--- config.mk ---
export PLATFORM = sky130hd
export DESIGN_NAME = ring_leader_election_node
export DESIGN_NICKNAME = d
export VERILOG_FILES = /design/src/rtl/core/rle_pkg.sv /design/src/rtl/core/ring_leader_election_node.sv /design/src/rtl/core/rle_front.sv /design/src/rtl/core/rle_queue.sv /design/src/rtl/core/rle_back.sv
export SDC_FILE = /design/constraint.sdc
export NUM_CORES = 1
export LEC_CHECK = 0
export BUFFER_PORTS_ARGS = -buffer_cell sky130_fd_sc_hd__buf_2
export CAP_MARGIN = 40
export CORE_AREA = 2 2 142 144
export CTS_BUF_LIST = sky130_fd_sc_hd__clkbuf_16
export CTS_CLUSTER_SIZE = 8
export DETAILED_ROUTE_END_ITERATION = 10
export DIE_AREA = 0 0 144 146
export HOLD_SLACK_MARGIN = 0.03
export MAX_ROUTING_LAYER = met4
export PLACE_DENSITY = 0.47
export SETUP_SLACK_MARGIN = 0.4
export SYNTH_ARGS = -nofsm -noshare
export SYNTH_HDL_FRONTEND = slang
export SYNTH_SLANG_ARGS = --single-unit
--- constraint.sdc ---
create_clock -name clk -period 7.35 [get_ports clk]
set_input_delay 0.735 -clock clk [delete_from_list [all_inputs] [get_ports clk]]
set_output_delay 0.735 -clock clk [all_outputs]
set_load 0.03 [all_outputs]
--- src/rtl/core/rle_pkg.sv ---
// rle_pkg: shared types and constants for the ring leader election node.
// Depends on nothing; imported by every module of the block.
package rle_pkg;

  // Highest round whose budget is sent; the round counter stops one past it
  localparam int unsigned MaxRound = 15;
  localparam int RankW   = 7;
  localparam int BudgetW = 16;
  localparam int RoundW  = 5;
  localparam int ShiftW  = 4;

  typedef enum logic [1:0] {
    CMD_START = 2'd0,
    CMD_PROBE = 2'd1,
    CMD_REPLY = 2'd2
  } cmd_t;

  typedef enum logic [1:0] {
    MSG_PROBE   = 2'd0,
    MSG_REPLY   = 2'd1,
    MSG_COLLECT = 2'd2
  } msg_kind_t;

  typedef enum logic [1:0] {
    ST_LOSER   = 2'd0,
    ST_LEADER  = 2'd1,
    ST_UNKNOWN = 2'd2
  } status_t;

  // Configuration register indexes
  typedef enum logic {
    REG_OWN_RANK        = 1'b0,
    REG_START_INITIATOR = 1'b1
  } reg_idx_t;

  typedef struct packed {
    logic [RankW-1:0] own_rank;
    logic             start_initiator;
  } cfg_t;

  // One queued action: a single message, or a round start (two probes)
  typedef struct packed {
    logic               is_round;
    logic               to_succ;
    msg_kind_t          kind;
    logic [RankW-1:0]   init;
    logic [BudgetW-1:0] budget;
    status_t            status;
  } action_t;

endpackage

--- src/rtl/core/ring_leader_election_node.sv ---
// ring_leader_election_node: top level, configuration registers and the
// front / queue / back chain. Depends on rle_pkg, rle_front, rle_queue, rle_back.
//
//  channel   handshake           payload
//  input     push / full         command, arrived_from_pred, initiator_rank, hop_budget
//  result    pop / empty         to_successor, message_kind, msg_initiator,
//                                msg_budget, node_status, last
//  config    APB psel/penable    paddr, pwdata, prdata (pready tied high)
//
// One item is accepted per cycle while the two-entry queue has room.
// Results leave at one per cycle while pop is asserted: a round start gives two
// results and other items one or none, so the back end sets the item rate.
// Synchronous active-high reset empties the queue and output and clears election state.
// A stalled result side fills the queue, then raises full.
module ring_leader_election_node
  import rle_pkg::*;
(
  input  logic               clk,
  input  logic               rst,
  input  logic               push,
  output logic               full,
  input  logic [1:0]         command,
  input  logic               arrived_from_pred,
  input  logic [RankW-1:0]   initiator_rank,
  input  logic [BudgetW-1:0] hop_budget,
  output logic               empty,
  input  logic               pop,
  output logic               to_successor,
  output logic [1:0]         message_kind,
  output logic [RankW-1:0]   msg_initiator,
  output logic [BudgetW-1:0] msg_budget,
  output logic [1:0]         node_status,
  output logic               last,
  input  logic               psel,
  input  logic               penable,
  input  logic               pwrite,
  input  logic [2:0]         paddr,
  input  logic [31:0]        pwdata,
  output logic [31:0]        prdata,
  output logic               pready
);

  cfg_t     cfg;
  reg_idx_t reg_sel;
  logic     cfg_wr;
  logic     q_full, q_push, q_valid, q_rd;
  action_t  q_in, q_out;

  // Configuration port
  assign pready  = 1'b1;
  assign reg_sel = reg_idx_t'(paddr[2]);
  assign cfg_wr  = psel && penable && pwrite && pready;

  always_ff @(posedge clk) begin
    if (rst) begin
      cfg.own_rank        <= RankW'(1);
      cfg.start_initiator <= 1'b0;
    end else if (cfg_wr) begin
      case (reg_sel)
        REG_OWN_RANK:        cfg.own_rank        <= pwdata[RankW-1:0];
        REG_START_INITIATOR: cfg.start_initiator <= pwdata[0];
        default: ;
      endcase
    end
  end

  always_comb begin
    case (reg_sel)
      REG_OWN_RANK:        prdata = {{(32-RankW){1'b0}}, cfg.own_rank};
      REG_START_INITIATOR: prdata = {31'b0, cfg.start_initiator};
      default:             prdata = '0;
    endcase
  end

  rle_front u_front (
    .clk               (clk),
    .rst               (rst),
    .push              (push),
    .full              (full),
    .command           (command),
    .arrived_from_pred (arrived_from_pred),
    .initiator_rank    (initiator_rank),
    .hop_budget        (hop_budget),
    .cfg               (cfg),
    .q_full            (q_full),
    .q_push            (q_push),
    .q_data            (q_in)
  );

  rle_queue u_queue (
    .clk     (clk),
    .rst     (rst),
    .wr_en   (q_push),
    .wr_data (q_in),
    .q_full  (q_full),
    .rd_en   (q_rd),
    .q_valid (q_valid),
    .rd_data (q_out)
  );

  rle_back u_back (
    .clk           (clk),
    .rst           (rst),
    .q_valid       (q_valid),
    .q_data        (q_out),
    .rd_en         (q_rd),
    .empty         (empty),
    .pop           (pop),
    .to_successor  (to_successor),
    .message_kind  (message_kind),
    .msg_initiator (msg_initiator),
    .msg_budget    (msg_budget),
    .node_status   (node_status),
    .last          (last)
  );

endmodule

--- src/rtl/core/rle_front.sv ---
// rle_front: accepts items, updates the election state, classifies the item
// into a queued action. Depends on rle_pkg.
module rle_front
  import rle_pkg::*;
(
  input  logic               clk,
  input  logic               rst,
  input  logic               push,
  output logic               full,
  input  logic [1:0]         command,
  input  logic               arrived_from_pred,
  input  logic [RankW-1:0]   initiator_rank,
  input  logic [BudgetW-1:0] hop_budget,
  input  cfg_t               cfg,
  input  logic               q_full,
  output logic               q_push,
  output action_t            q_data
);

  logic              initiator_flag, initiator_flag_next;
  logic [RoundW-1:0] round_count, round_count_next;
  logic [1:0]        replies_seen, replies_seen_next;
  status_t           election_status, election_status_next;

  logic              accept;
  logic              act_valid;
  logic              do_round;
  logic [ShiftW-1:0] shift;
  logic [1:0]        replies_inc;

  assign full   = q_full;
  assign accept = push && !q_full;

  // Round budget: 1 << min(round, MaxRound)
  assign shift = (round_count > RoundW'(MaxRound)) ? ShiftW'(MaxRound)
                                                   : round_count[ShiftW-1:0];
  assign replies_inc = (replies_seen == 2'd3) ? 2'd3 : replies_seen + 2'd1;

  // Classification and next state
  always_comb begin
    initiator_flag_next  = initiator_flag;
    round_count_next     = round_count;
    replies_seen_next    = replies_seen;
    election_status_next = election_status;
    act_valid            = 1'b0;
    do_round             = 1'b0;
    q_data               = '0;
    q_data.kind          = MSG_PROBE;
    case (cmd_t'(command))
      CMD_START: begin
        initiator_flag_next = cfg.start_initiator;
        if (cfg.start_initiator && round_count == '0) do_round = 1'b1;
      end
      CMD_PROBE: begin
        if (initiator_rank > cfg.own_rank) begin
          election_status_next = ST_LOSER;
          act_valid            = 1'b1;
          if (hop_budget > BudgetW'(1)) begin
            q_data.to_succ = arrived_from_pred;
            q_data.kind    = MSG_PROBE;
            q_data.budget  = hop_budget - BudgetW'(1);
          end else begin
            q_data.to_succ = !arrived_from_pred;
            q_data.kind    = MSG_REPLY;
            q_data.budget  = '0;
          end
          q_data.init = initiator_rank;
        end else if (initiator_rank == cfg.own_rank && election_status != ST_LEADER) begin
          election_status_next = ST_LEADER;
          act_valid            = 1'b1;
          q_data.to_succ       = 1'b1;
          q_data.kind          = MSG_COLLECT;
          q_data.init          = cfg.own_rank;
          q_data.budget        = '0;
        end else if (!initiator_flag) begin
          initiator_flag_next = 1'b1;
          if (round_count == '0) do_round = 1'b1;
        end
      end
      CMD_REPLY: begin
        if (initiator_rank != cfg.own_rank) begin
          act_valid      = 1'b1;
          q_data.to_succ = arrived_from_pred;
          q_data.kind    = MSG_REPLY;
          q_data.init    = initiator_rank;
          q_data.budget  = hop_budget;
        end else begin
          replies_seen_next = replies_inc;
          if (replies_inc == 2'd2) do_round = 1'b1;
        end
      end
      default: ;
    endcase
    // Round start: two probes, clear replies, mark initiator, advance round up to MaxRound + 1
    if (do_round) begin
      act_valid         = 1'b1;
      q_data.is_round   = 1'b1;
      q_data.kind       = MSG_PROBE;
      q_data.init       = cfg.own_rank;
      q_data.budget     = BudgetW'(1) << shift;
      replies_seen_next = '0;
      if (round_count == '0) initiator_flag_next = 1'b1;
      if (round_count <= RoundW'(MaxRound)) round_count_next = round_count + RoundW'(1);
    end
    q_data.status = election_status_next;
  end

  assign q_push = accept && act_valid;

  // State registers
  always_ff @(posedge clk) begin
    if (rst) begin
      initiator_flag  <= 1'b0;
      round_count     <= '0;
      replies_seen    <= '0;
      election_status <= ST_UNKNOWN;
    end else if (accept) begin
      initiator_flag  <= initiator_flag_next;
      round_count     <= round_count_next;
      replies_seen    <= replies_seen_next;
      election_status <= election_status_next;
    end
  end

endmodule

--- src/rtl/core/rle_queue.sv ---
// rle_queue: two-entry action queue between front and back.
// Depends on rle_pkg.
module rle_queue
  import rle_pkg::*;
(
  input  logic    clk,
  input  logic    rst,
  input  logic    wr_en,
  input  action_t wr_data,
  output logic    q_full,
  input  logic    rd_en,
  output logic    q_valid,
  output action_t rd_data
);

  action_t    mem [2];
  logic       wr_ptr, rd_ptr;
  logic [1:0] count;

  assign q_full  = (count == 2'd2);
  assign q_valid = (count != 2'd0);
  assign rd_data = mem[rd_ptr];

  // Storage
  always_ff @(posedge clk) begin
    if (wr_en) mem[wr_ptr] <= wr_data;
  end

  // Pointers and fill count
  always_ff @(posedge clk) begin
    if (rst) begin
      wr_ptr <= 1'b0;
      rd_ptr <= 1'b0;
      count  <= '0;
    end else begin
      if (wr_en) wr_ptr <= !wr_ptr;
      if (rd_en) rd_ptr <= !rd_ptr;
      case ({wr_en, rd_en})
        2'b10:   count <= count + 2'd1;
        2'b01:   count <= count - 2'd1;
        default: count <= count;
      endcase
    end
  end

endmodule

--- src/rtl/core/rle_back.sv ---
// rle_back: output register; expands each action into one or two result
// items. Depends on rle_pkg.
module rle_back
  import rle_pkg::*;
(
  input  logic               clk,
  input  logic               rst,
  input  logic               q_valid,
  input  action_t            q_data,
  output logic               rd_en,
  output logic               empty,
  input  logic               pop,
  output logic               to_successor,
  output logic [1:0]         message_kind,
  output logic [RankW-1:0]   msg_initiator,
  output logic [BudgetW-1:0] msg_budget,
  output logic [1:0]         node_status,
  output logic               last
);

  logic    valid;
  logic    second;
  action_t act;
  logic    done;

  // Final item of the held action is being taken (or nothing held)
  assign done  = !valid || (pop && (!act.is_round || second));
  assign rd_en = q_valid && done;
  assign empty = !valid;

  assign to_successor  = act.is_round ? second : act.to_succ;
  assign message_kind  = act.kind;
  assign msg_initiator = act.init;
  assign msg_budget    = act.budget;
  assign node_status   = act.status;
  assign last          = !act.is_round || second;

  // Control
  always_ff @(posedge clk) begin
    if (rst) begin
      valid  <= 1'b0;
      second <= 1'b0;
    end else if (done) begin
      valid  <= q_valid;
      second <= 1'b0;
    end else if (pop) begin
      second <= 1'b1;
    end
  end

  // Payload
  always_ff @(posedge clk) begin
    if (rd_en) act <= q_data;
  end

endmodule
# Yosys cells after proc, flatten, opt, wreduce, memory -nomap -nowiden
# Memories as Yosys holds them, arrays and structs flattened. A register that Yosys moved wholly into a read port is not among the register bits.
# Index checks and enable logic that the tools add are counted.
[totals] mem_count=1 reg_bits=24 inputBits=68 elab_cells=99 output_inout_bits=64 mem_bits_rw=58
[memory_table] memory="u_queue.mem" words=2 word_bits=29 read_ports=1 rd_ports_with_merged_regs=1 write_ports=1 line="rle_queue.sv:16" text="action_t mem [2];"
[op_classes] n_reduce_logical=26 muxes=39 eq_ne=11 shift=1 order_cmp=4 addsub=5 bitwise=1
[ops] op="$mux W26" n=3
[ops] op="$pmux W32 S2" n=1
[ops] op="$pmux W26 S2" n=1
[ops] op="$mux W25" n=1
[ops] op="$mux W1" n=19
[ops] op="$gt A16 B1 Y1 const B" n=1
[ops] op="$mux W16" n=1
[ops] op="$shl A1 B4 Y16 const A" n=1
[ops] op="$sub A16 B1 Y16 const B" n=1
[ops] op="$mux W2" n=7
[ops] op="$eq A2 B2 Y1 const B" n=5
[ops] op="$logic_and A1 B1 Y1" n=8
[ops] op="$eq A7 B7 Y1" n=1
[ops] op="$gt A7 B7 Y1" n=1
[ops] op="$ne A7 B7 Y1" n=1
[ops] op="$logic_not A1 Y1" n=6
[ops] op="$reduce_and A3 Y1" n=2
[ops] op="$reduce_bool A2 Y1" n=3
[ops] op="$add A5 B1 Y5 const B" n=1
[ops] op="$gt A5 B4 Y1 const B" n=1
[ops] op="$le A5 B4 Y1 const B" n=1
[ops] op="$logic_not A5 Y1" n=1
[ops] op="$add A2 B1 Y2 const B" n=2
[ops] op="$eq A2 B1 Y1 const B" n=2
[ops] op="other kinds (12)" n=16

# Depth between registers and ports, before layout
# Gate-level depths: netlist of the first run.
[logic_depth] depth_word=10 depth_mapped=13 mapped_depth_nobuf=12

# Modules after synthesis
# Synthesis of the first run repeated with hierarchy kept, for this count alone.
[hier_totals] cells_unflattened=509 area_unflattened_um2=5948.2
[modules_own_cells] mod="rle_queue" cells_per_inst=112 seq_area_each_um2=1841.8 n_inst=1 area_per_inst_um2=2293.4
[modules_own_cells] mod="rle_front" cells_per_inst=259 seq_area_each_um2=200.2 n_inst=1 area_per_inst_um2=1840.5
[modules_own_cells] mod="rle_back" cells_per_inst=67 seq_area_each_um2=910.9 n_inst=1 area_per_inst_um2=1181.1
[modules_own_cells] mod="ring_leader_election_node" cells_per_inst=71 seq_area_each_um2=160.2 n_inst=1 area_per_inst_um2=633.1

# Least setup slack after synthesis of the first run
# Ideal clock, no wire load.
[synth_path] path_type="input to register" from="input initiator_rank[6]" to="memory u_queue.mem[0][0] (netlist name), enable pin" path_buffers=0 slack_ns=3.475 t_required_ns=6.935 setup_time_ns=0.415 stages=7 t_arrival_ns=3.460 cell_sequence="ha_1 > nand4_2 > or2_1 > o32a_4 > a211oi_1 > nor2_1 > nor2_1"
[synth_via] elab_chain_len=9 elab_cells_between_ends=16 cone_classes="order compare (1); eq/ne (2); mux (11); reduce/logical (2)"
[synth_lines] item="start: declaration" line="ring_leader_election_node.sv:24" text="input logic [RankW-1:0] initiator_rank,"
[synth_lines] item="parallel branches: the longest is 5 deep, another holds $gt A7 B7 Y1"
[synth_lines] item="$mux W1 *" line="rle_front.sv:95" text="if (do_round) begin"
[synth_lines] item="$logic_and A1 B1 Y1 *" line="rle_front.sv:108" text="assign q_push = accept && act_valid;"
[synth_lines] item="$mux W1 *" line="rle_queue.sv:26" text="if (wr_en) mem[wr_ptr] <= wr_data;"
[synth_lines] item="$mux W1 (implied by the code) *" line="rle_queue.sv:26"
[synth_lines] item="end: declaration" line="rle_queue.sv:16"
# Every way passes the cells marked *.

# Worst setup path in the final report of the first run
[layout_path] from="input initiator_rank[6]" to="register u_queue.count[1]"
[layout_via] elab_chain_len=9 elab_cells_between_ends=18 cone_classes="order compare (1); eq/ne (4); mux (10); reduce/logical (3)"
[layout_lines] item="parallel branches: the longest is 5 deep, another holds $gt A7 B7 Y1"
[layout_lines] item="$mux W1 *" line="rle_front.sv:95"
[layout_lines] item="$logic_and A1 B1 Y1 *" line="rle_front.sv:108"
[layout_lines] item="$eq A2 B1 Y1 / $eq A2 B2 Y1 (equally long branches)" line="rle_queue.sv:38" text="case ({wr_en, rd_en})"
[layout_lines] item="$pmux W2 S2 / $reduce_bool A2 Y1 (equally long branches)"
[layout_lines] item="end signal: assignment" line="rle_queue.sv:39" text="2'b10: count <= count + 2'd1;"
[layout_lines] item="end signal: assignment" line="rle_queue.sv:40" text="2'b01: count <= count - 2'd1;"
[layout_lines] item="end signal: assignment" line="rle_queue.sv:41" text="default: count <= count;"
[layout_lines] item="end: declaration" line="rle_queue.sv:18" text="logic [1:0] count;"
# Marked as above.
# A chain may end at the register's enable or synchronous reset.

==> impl_metrics.toml, run 1 <==
[finish]
final_common_cell = "edfxtp_1"
diodes = 0
instances_no_fill = 812
design_area_sq_um = 6430
nets = 627
most-common-layout-cells = "edfxtp_1 (87), buf_2 (78), nor2_1 (41)"
finalCoreUtilization_pct = 33.3
layout-drive-gt1-share_pct = 26.7
syn2layout_area_growth_pct = 12.2
fill_cells = 1918

[synthesis]
async_flop_share_pct = 0
netlist_area_sq_um = 5740
synth_seq_area_share_pct = 53.9
synth_top_area_share_pct = 45.5
synth_seq_cells = 111
ys_types = 59
ys_warn_count = 0
yosys-top-cells-area = "edfxtp_1 (46%), dfxtp_1 (8.4%), buf_4 (6.9%)"
post-synth-top-area-cell = "edfxtp_1"
synthFlopType = "edfxtp_1"
synth_edf_count = 87
syn_avg_cell_area_sq_um = 11.6
syn_inst = 495

[pwr]
switching_share_pct = 34.0
p_per_area_nw_per_um2 = 285
p_seq_share_pct = 46.9
p_leak_nw = 2.37
peakVddDrop_mv = 0.109
internal-power_mw = 1.21
switchingPower_uw = 622
p_clk_share_pct = 26.0
p_comb_share_pct = 27.1
totalPowerFinal_mw = 1.83

[critical_path]
required_ns = 7.62
critPathLaunchType = "input port"
r2r-start = "cfg[7]$_SDFFE_PP0P_"
ff2ff_setup_slack_ns = 3.89
worstPathCellList = "buf_2, ha_1, nand4_2, nor2_1, and3_1, o21bai_4, a211oi_1, nor2_1, ha_1, or3_1, a21oi_1"
path_depth = 11
cp_max_fo = 11
crit_path_end = "u_queue.count[1]$_SDFFE_PP0P_"
end_kind = "register"
cp_num_buf_inv = 1
reg2reg_depth = 11
crit_type = "in2reg"
cp_data_arrival_time_ns = 3.78
critical_path.slowest_cell = "nor2_1"
cpPeakStageDelay_ns = 0.55
r2r_end = "u_queue.count[1]$_SDFFE_PP0P_"
crit_family = "simple AND/OR/NAND/NOR gates"
worstSetupStartpoint = "initiator_rank[6]"

[cts]
cts-root-buf = "clkbuf_16"
cts.sinks = 111
cts_tree = "yes"
hold_buffers = 0
cts.repair.resized = 0
post_cts_buffers = 0
clockBufferDepth = 2
htreeDepth = 3
clk_latency_ns = 0.35
cts_made_buffers = 9
clkSlewWorstSetupHoldPaths_ns = 0.07

[floorplanning]
io-pin-count = 132
fp.dieH_microns = 146
num_rows = 51
die_area_sq_um = 21000
die_x_microns = 144
coreArea_sq_um = 19300
start_util_pct = 29.7

[drt]
wl_per_cell_microns = 15.2
first_iter_violations = 224
drc = 0
dr.pass1.iters = 4
ant_nets = 0
vias_per_cell = 4.58
drt_wl_total_microns = 12300
num_vias = 3722

[sta]
timing.fmax_mhz = 285
tns_ns = 0
final.min_clock_period_ns = 3.51
slew_viol_final = 0
setup_slack_ns = 3.84
rsz0062_at_grt = "false"
setup_viol = 0
worst_pin_slew_ns = 0.826
hold_violations = 0
slew_headroom_pct = 45.0
hold_slack_ns = 0.499
finClkSkew_ns = 0.0103
period_share_pct = 47.7

[placement]
pre_cts_ws_ns = 3.49
placed_cells = 796
gp_congestion = 0.887
port_buffers = 78
place_hpwl_microns = 8900
dpl_cell_area_sq_um = 6140

[hold_path]
hp-class = "reg2reg"
hold_depth = 2
hp-start = "u_front.election_status[0]$_SDFFE_PP0P_"

[grt]
grt_usage_pct = 12.2
overflow = 0
grt_pass1_wl_microns = 19300
grt_antenna_before_repair = 0
grt_max_degree = 32
grt_pass1_vias = 3670

[status]
outcome = "finished, final reports clean"

[job]
drv_cap = 0
## power groups by stage
stage / clock, mW / combinational, mW / sequential [mW]
6_report: 0.476 / 0.495 / 0.859
5_1_grt: 0.519 / 0.536 / 0.875
4_1_cts: 0.494 / 0.506 / 0.864
3_5_place_dp: 0 / 0.503 / 0.878
2_1_floorplan: 0 / 0.457 / 0.841
3_3_place_gp: 0 / 0.489 / 0.877
## synth_stat cells (7+ instances only)
cell type	n
nand3_1	8
a22o_1	7
mux2i_1	9
a21oi_1	31
o21ai_0	17
inv_1	21
nor3_1	8
dfxtp_1	24
o22ai_1	11
ha_1	17
clkbuf_1	10
buf_4	53
mux2_2	31
nor2_1	42
nand2_1	18
edfxtp_1	87
## kinds of logic after synthesis
logic type	share of synthesized area, %
other cells	0.131
fa+ha+maj	3.71
flops	53.9
xor+xnor	1.22
compound gates	13.2
mux	7.85
simple gates	10.3
buf+inv	9.62
## area by class of cell
| cell class | instances | area (sq um) | share of cell area [%] |
|---|---|---|---|
| clock inverters | 7 | 66.3 | 1.03 |
| inverters | 21 | 78.8 | 1.23 |
| flip-flops and latches | 111 | 3090 | 48.1 |
| repair buffers | 82 | 437 | 6.79 |
| clock buffers | 9 | 225 | 3.50 |
| well taps | 265 | 332 | 5.15 |
| multi-input cells | 317 | 2200 | 34.2 |
## registers in the layout, indices dropped and copies added, names as in the netlist
register	flops
u_back.second	1
u_queue.mem	58
u_back.valid	1
u_front.election_status	2
u_back.msg_initiator	7
u_back.act	2
u_front.replies_seen	2
u_queue.count	2
u_back.msg_budget	16
cfg	8
u_queue.wr_ptr	1
u_back.message_kind	2
u_back.node_status	2
u_front.initiator_flag	1
u_front.round_count	5
u_queue.rd_ptr	1
## worst min path at each step
stage                                                          to  slack [ns]
after floorplan           u_front.election_status[1]$_SDFFE_PP1P_        0.45
final                     u_front.election_status[0]$_SDFFE_PP0P_        0.50
after global placement    u_front.election_status[0]$_SDFFE_PP0P_        0.47
after detailed placement  u_front.election_status[0]$_SDFFE_PP0P_        0.48
after global routing      u_front.election_status[0]$_SDFFE_PP0P_        0.53
after CTS                 u_front.election_status[0]$_SDFFE_PP0P_        0.49
## layer usage
| layer | part of all wire [%] | track usage (%) | routed length (microns) | vias to the layer above |
|---|---|---|---|---|
| met1 | 44 | 14.9 | 5430 | 1783 |
| met2 | 50 | 19.8 | 6140 | 88 |
| met3 | 4.5 | 1.78 | 550 | 10 |
| met4 | 1.7 | 6.03 | 210 | 0 |
| li1 | - | - | - | 1841 |
| met5 | 0 | - | 0 | - |
## worst min-delay path, stage by stage, from the launching register on
cell and delay, ns:
dfxtp_1 0.32, o21ai_0 0.07, a21oi_1 0.06
Power figures use the tool's default switching activity.
==> inputs of run 2 (changes only) <==
ABC_AREA = 1   (was default)
CORE_AREA = 2 2 143 145   (was 2 2 142 144)
DIE_AREA = 0 0 145 147   (was 0 0 144 146)
PLACE_DENSITY = 0.49   (was 0.47)
clock period = 3 ns   (was 7.35 ns; I/O delays follow)
==> impl_metrics.toml, run 2 <==
[status]
outcome = "finished, final reports clean"

[finish]
final_common_cell = "nand2_1"
syn2layout_area_growth_pct = 14.8
instances_no_fill = 975
nets = 785
diodes = 0
most-common-layout-cells = "nand2_1 (157), edfxtp_1 (87), buf_2 (78)"
layout-drive-gt1-share_pct = 21.7
largest_reg_flops = 58
largest_register = "u_queue.mem"

[sta]
setup_slack_ns = 0.601
tns_ns = 0
finClkSkew_ns = 0.0113
timing.fmax_mhz = 417
worst_pin_slew_ns = 0.628
final.min_clock_period_ns = 2.40
slew_viol_final = 0
rsz0062_at_grt = "false"
slew_headroom_pct = 58.1
hold_violations = 0
setup_viol = 0
period_share_pct = 80.0

[drt]
drc = 0
num_vias = 4077
ant_nets = 0
wl_per_cell_microns = 12.7
first_iter_violations = 216
dr.pass1.iters = 4
drt_wl_total_microns = 12400
vias_per_cell = 4.18

[cts]
htreeDepth = 3
hold_buffers = 0
clk_latency_ns = 0.35
cts_made_buffers = 9
clkSlewWorstSetupHoldPaths_ns = 0.08
cts-root-buf = "clkbuf_16"
clockBufferDepth = 2
cts.sinks = 111
cts_tree = "yes"

[placement]
placed_cells = 956
gp_congestion = 0.846
place_hpwl_microns = 9150
port_buffers = 78
pre_cts_ws_ns = 0.320

[pwr]
switching_share_pct = 34.8
p_seq_share_pct = 46.0
p_clk_share_pct = 25.2
switchingPower_mw = 1.51
internal-power_mw = 2.83
p_leak_nw = 2.83
peakVddDrop_mv = 0.338
p_comb_share_pct = 28.7
p_per_area_nw_per_um2 = 645

[floorplanning]
die_area_sq_um = 21300
num_rows = 52
io-pin-count = 132
die_x_microns = 145
coreArea_sq_um = 19800
fp.dieH_microns = 147
start_util_pct = 29.5

[synthesis]
synth_edf_count = 87
synthFlopType = "edfxtp_1"
ys_top_cells_by_count = "nand2_1 (162), edfxtp_1 (87), inv_1 (65), buf_4 (54), nor2_1 (54)"
syn_inst = 641
async_flop_share_pct = 0
ys_warn_count = 0
synth_seq_cells = 111
synth.most_common_cell = "nand2_1"
synth_top_area_share_pct = 44.6
netlist_area_sq_um = 5850
synth_seq_area_share_pct = 52.8
ys_types = 37
yosys-top-cells-area = "edfxtp_1 (45%), nand2_1 (10%), dfxtp_1 (8.2%)"
syn_avg_cell_area_sq_um = 9.13
post-synth-top-area-cell = "edfxtp_1"

[job]
drv_cap = 0

[grt]
overflow = 0
grt_antenna_before_repair = 0
grt_pass1_vias = 3894
grt_max_degree = 32
grt_pass1_wl_microns = 20100
grt_usage_pct = 12.3

[critical_path]
required_ns = 3.28
critPathLaunchType = "register"
crit_type = "reg2reg"
cp_max_fo = 6
end_kind = "register"
cp_data_arrival_time_ns = 2.68

[hold_path]
hp-class = "in2reg"
[run 2: kinds of logic after synthesis]
group           Yosys count  share of synthesized area, %
xor+xnor                 13                          1.95
fa+ha+maj                17                          3.63
compound gates           91                          8.38
buf+inv                 134                          12.6
other cells               2                         0.128
flops                   111                          52.8
simple gates            273                          20.5
[run 2: stage by stage]
stage / utilization [%] / instance area (sq um) / hold slack, ns / power, mW
after floorplan: - / 5950 / 0.369 / 3.03
after global placement: 31.8 / 6300 / 0.448 / 3.24
after detailed placement: 31.9 / 6330 / 0.448 / 3.27
after CTS: 33.3 / 6610 / 0.165 / 4.37
after global routing: 33.9 / 6720 / 0.173 / 4.60
final: 33.9 / 6720 / 0.183 / 4.34
[run 2: power groups by stage]
stage	Sequential [mW]	Clock, mW	Combinational [mW]
floorplan	2.03	0	1.01
global placement	2.04	0	1.20
detailed placement	2.03	0	1.23
CTS	2.00	1.13	1.24
global route	2.02	1.20	1.37
finish	2.00	1.09	1.24
[run 2: what timing repair did]
| item | CTS | global route |
|---|---|---|
| pin swaps | 0 | 6 |
| setup buffers | 0 | 3 |
| gates resized for setup | 3 | 21 |
| setup endpoints to repair | 1 | 8 |
[run 2: layout make-up]
type,instances,area (sq um)
well taps,270,338
multi-input cells,420,2230
flip-flops and latches,111,3090
clock inverters,7,42.5
fillers,2075,13100
repair buffers,91,533
clock buffers,9,225
inverters,67,256
[run 2: worst paths after layout]
check                           startpoint                            end  slack [ns]  depth (start not counted)
min reg2reg  u_queue.count[1]$_SDFFE_PP0P_  u_queue.count[1]$_SDFFE_PP0P_        0.46                          1
min                              pwdata[0]            cfg[1]$_SDFFE_PP1P_        0.18                          3
max                    cfg[3]$_SDFFE_PP0P_  u_queue.count[1]$_SDFFE_PP0P_        0.60                         17
max reg2reg            cfg[3]$_SDFFE_PP0P_  u_queue.count[1]$_SDFFE_PP0P_        0.60                         17
[run 2: critical path: stages (launching register included)]
cell     delay, ns
dfxtp_2       0.32
inv_2         0.06
ha_4          0.27
nand2_1       0.08
nor2_4        0.14
nand2_4       0.09
nor3_4        0.22
nand2_2       0.10
nand3_4       0.09
nand2_4       0.08
nand2_4       0.08
nand2_4       0.06
ha_1          0.30
inv_2         0.07
nand2_1       0.06
nor2_2        0.09
o21ai_0       0.08
a21oi_1       0.14
[run 2: per-layer routing]
metal / track usage, % / wire length [microns] / up-vias
met4: 5.05 / 162 / 0
met2: 18.9 / 5640 / 87
met5: - / 0 / -
met3: 2.11 / 426 / 11
li1: - / - / 2158
met1: 16.2 / 6140 / 1821
==> inputs of run 3 (changes only) <==
clock period = 1.96 ns   (was 3 ns; I/O delays follow)
==> impl_metrics.toml, run 3 (synthesis gave the netlist of run 2 again) <==
[critical_path]
critPathLaunchType = "register"
worstPathCellList = "inv_2, ha_4, nand2_4, nor2_4, nand2_2, nand2_2, nand2_2, inv_2, nand2_2, nand3_2, nand2_2, nand2_4, nand2_4, buf_12, nor2_4, buf_12"
crit_type = "reg2reg"
critical_path.slowest_cell = "dfxtp_2"
cp_max_fo = 16
cp_common_cell = "nand2_2"
cpPeakStageDelay_ns = 0.33
ff2ff_setup_slack_ns = -0.28
end_kind = "register"
required_ns = 2.03
cp_data_arrival_time_ns = 2.31

[grt]
overflow = 0
grt_max_degree = 32
grt_usage_pct = 13.7
grt_pass1_wl_microns = 22400
grt_pass1_vias = 4244
grt_antenna_before_repair = 0

[drt]
first_iter_violations = 235
vias_per_cell = 4.31
drt_wl_total_microns = 13900
drc = 0
dr.pass1.iters = 4
wl_per_cell_microns = 13.4
num_vias = 4487
ant_nets = 0

[placement]
gp_congestion = 0.830
port_buffers = 78
pre_cts_ws_ns = -0.288
place_hpwl_microns = 9860
placed_cells = 1007

[floorplanning]
die_area_sq_um = 21300
num_rows = 52
coreArea_sq_um = 19800
start_util_pct = 29.5
fp.dieH_microns = 147
io-pin-count = 132
die_x_microns = 145

[hold_path]
hp-class = "in2reg"

[cts]
cts_tree = "yes"
htreeDepth = 3
cts_made_buffers = 9
hold_buffers = 0
clockBufferDepth = 2
cts-root-buf = "clkbuf_16"
cts.sinks = 111
clk_latency_ns = 0.36
clkSlewWorstSetupHoldPaths_ns = 0.08

[finish]
fill_cells = 1986
largest_reg_flops = 58
diodes = 0
final_common_cell = "nand2_1"
syn2layout_area_growth_pct = 36.5
nets = 850
layout.area.seq_sq_um = 3100
largest_register = "u_queue.mem"
multi_input_area_sq_um = 2740
most-common-layout-cells = "nand2_1 (127), edfxtp_1 (87), buf_2 (78)"
instances_no_fill = 1040
layout-drive-gt1-share_pct = 40.6

[sta]
setup_viol = 119
finClkSkew_ns = 0.0107
setup_slack_ns = -0.283
worst_pin_slew_ns = 0.535
slew_viol_final = 0
rsz0062_at_grt = "true"
timing.fmax_mhz = 446
hold_violations = 0
period_share_pct = 114
slew_headroom_pct = 64.3
final.min_clock_period_ns = 2.24

[status]
outcome = "complete, but fails checks"
violations = "negative setup slack"

[job]
drv_cap = 0

[pwr]
p_per_area_nw_per_um2 = 920
p_leak_nw = 3.34
peakVddDrop_mv = 0.448
-- run 3: cell count changes in the layout (fill, tap and decap cells not counted), sizes merged --
| cell | previous run | this run |
|---|---|---|
| buf | 91 | 156 |
| clkinv | 3 | 0 |
| inv | 70 | 72 |
| bufinv | 0 | 1 |
-- run 3: area by class of cell --
class | count | area share, %
clock buffers | 9 | 2.82
clock inverters | 7 | 1.13
repair buffers | 156 | 15.2
multi-input cells | 420 | 34.3
flip-flops and latches | 111 | 38.8
inverters | 67 | 3.51
well taps | 270 | 4.23
-- run 3: metrics by stage --
stage	utilization (%)	TNS, ns	cell area [sq um]	total power [mW]	hold WS [ns]
after detailed placement	34.8	-24.11	6900	5.16	0.437
after global routing	40.3	-39.53	7990	7.75	0.0864
final	40.3	-26.08	7990	7.35	0.0790
after CTS	39.0	-24.16	7740	7.35	0.0574
after global placement	34.7	-19.87	6880	5.14	0.447
after floorplan	-	-18.25	6100	4.69	0.265
-- run 3: worst max-delay path, delay by kind of cell, from the launching register on --
kind          cells  cell delay, ns
flops             1            0.33
buf+inv           4            0.41
fa+ha+maj         1            0.27
simple gates     11            0.93
-- run 3: metal layers --
metal	global-route usage (%)	vias up	part of all wire (%)
met5	-	-	0
met4	3.42	0	0.86
met3	2.64	8	4.7
met2	21.0	118	47
met1	18.7	2057	48
li1	-	2304	-
-- run 3: repair_timing --
item / CTS / global route
pin swaps: 17 / 12
endpoints found under the setup margin: 158 / 159
gates cloned: 1 / 0
gates resized for setup: 101 / 52
setup buffers: 12 / 4
-- run 3: worst paths after layout --
| path | start | to | cells after the start |
|---|---|---|---|
| max reg2reg | cfg[5]$_SDFFE_PP0P_ | u_queue.mem[0][4]$_DFFE_PP_ | 16 |
| max | cfg[5]$_SDFFE_PP0P_ | u_queue.mem[0][4]$_DFFE_PP_ | 16 |
| min reg2reg | u_queue.count[1]$_SDFFE_PP0P_ | u_queue.count[1]$_SDFFE_PP0P_ | 1 |
| min | pwdata[0] | cfg[1]$_SDFFE_PP1P_ | 3 |
-- run 3: power by group --
| group | internal (mW) | switching (mW) |
|---|---|---|
| registers | 2.96 | 0.0802 |
| logic | 0.761 | 1.59 |
| clock network | 1.03 | 0.927 |
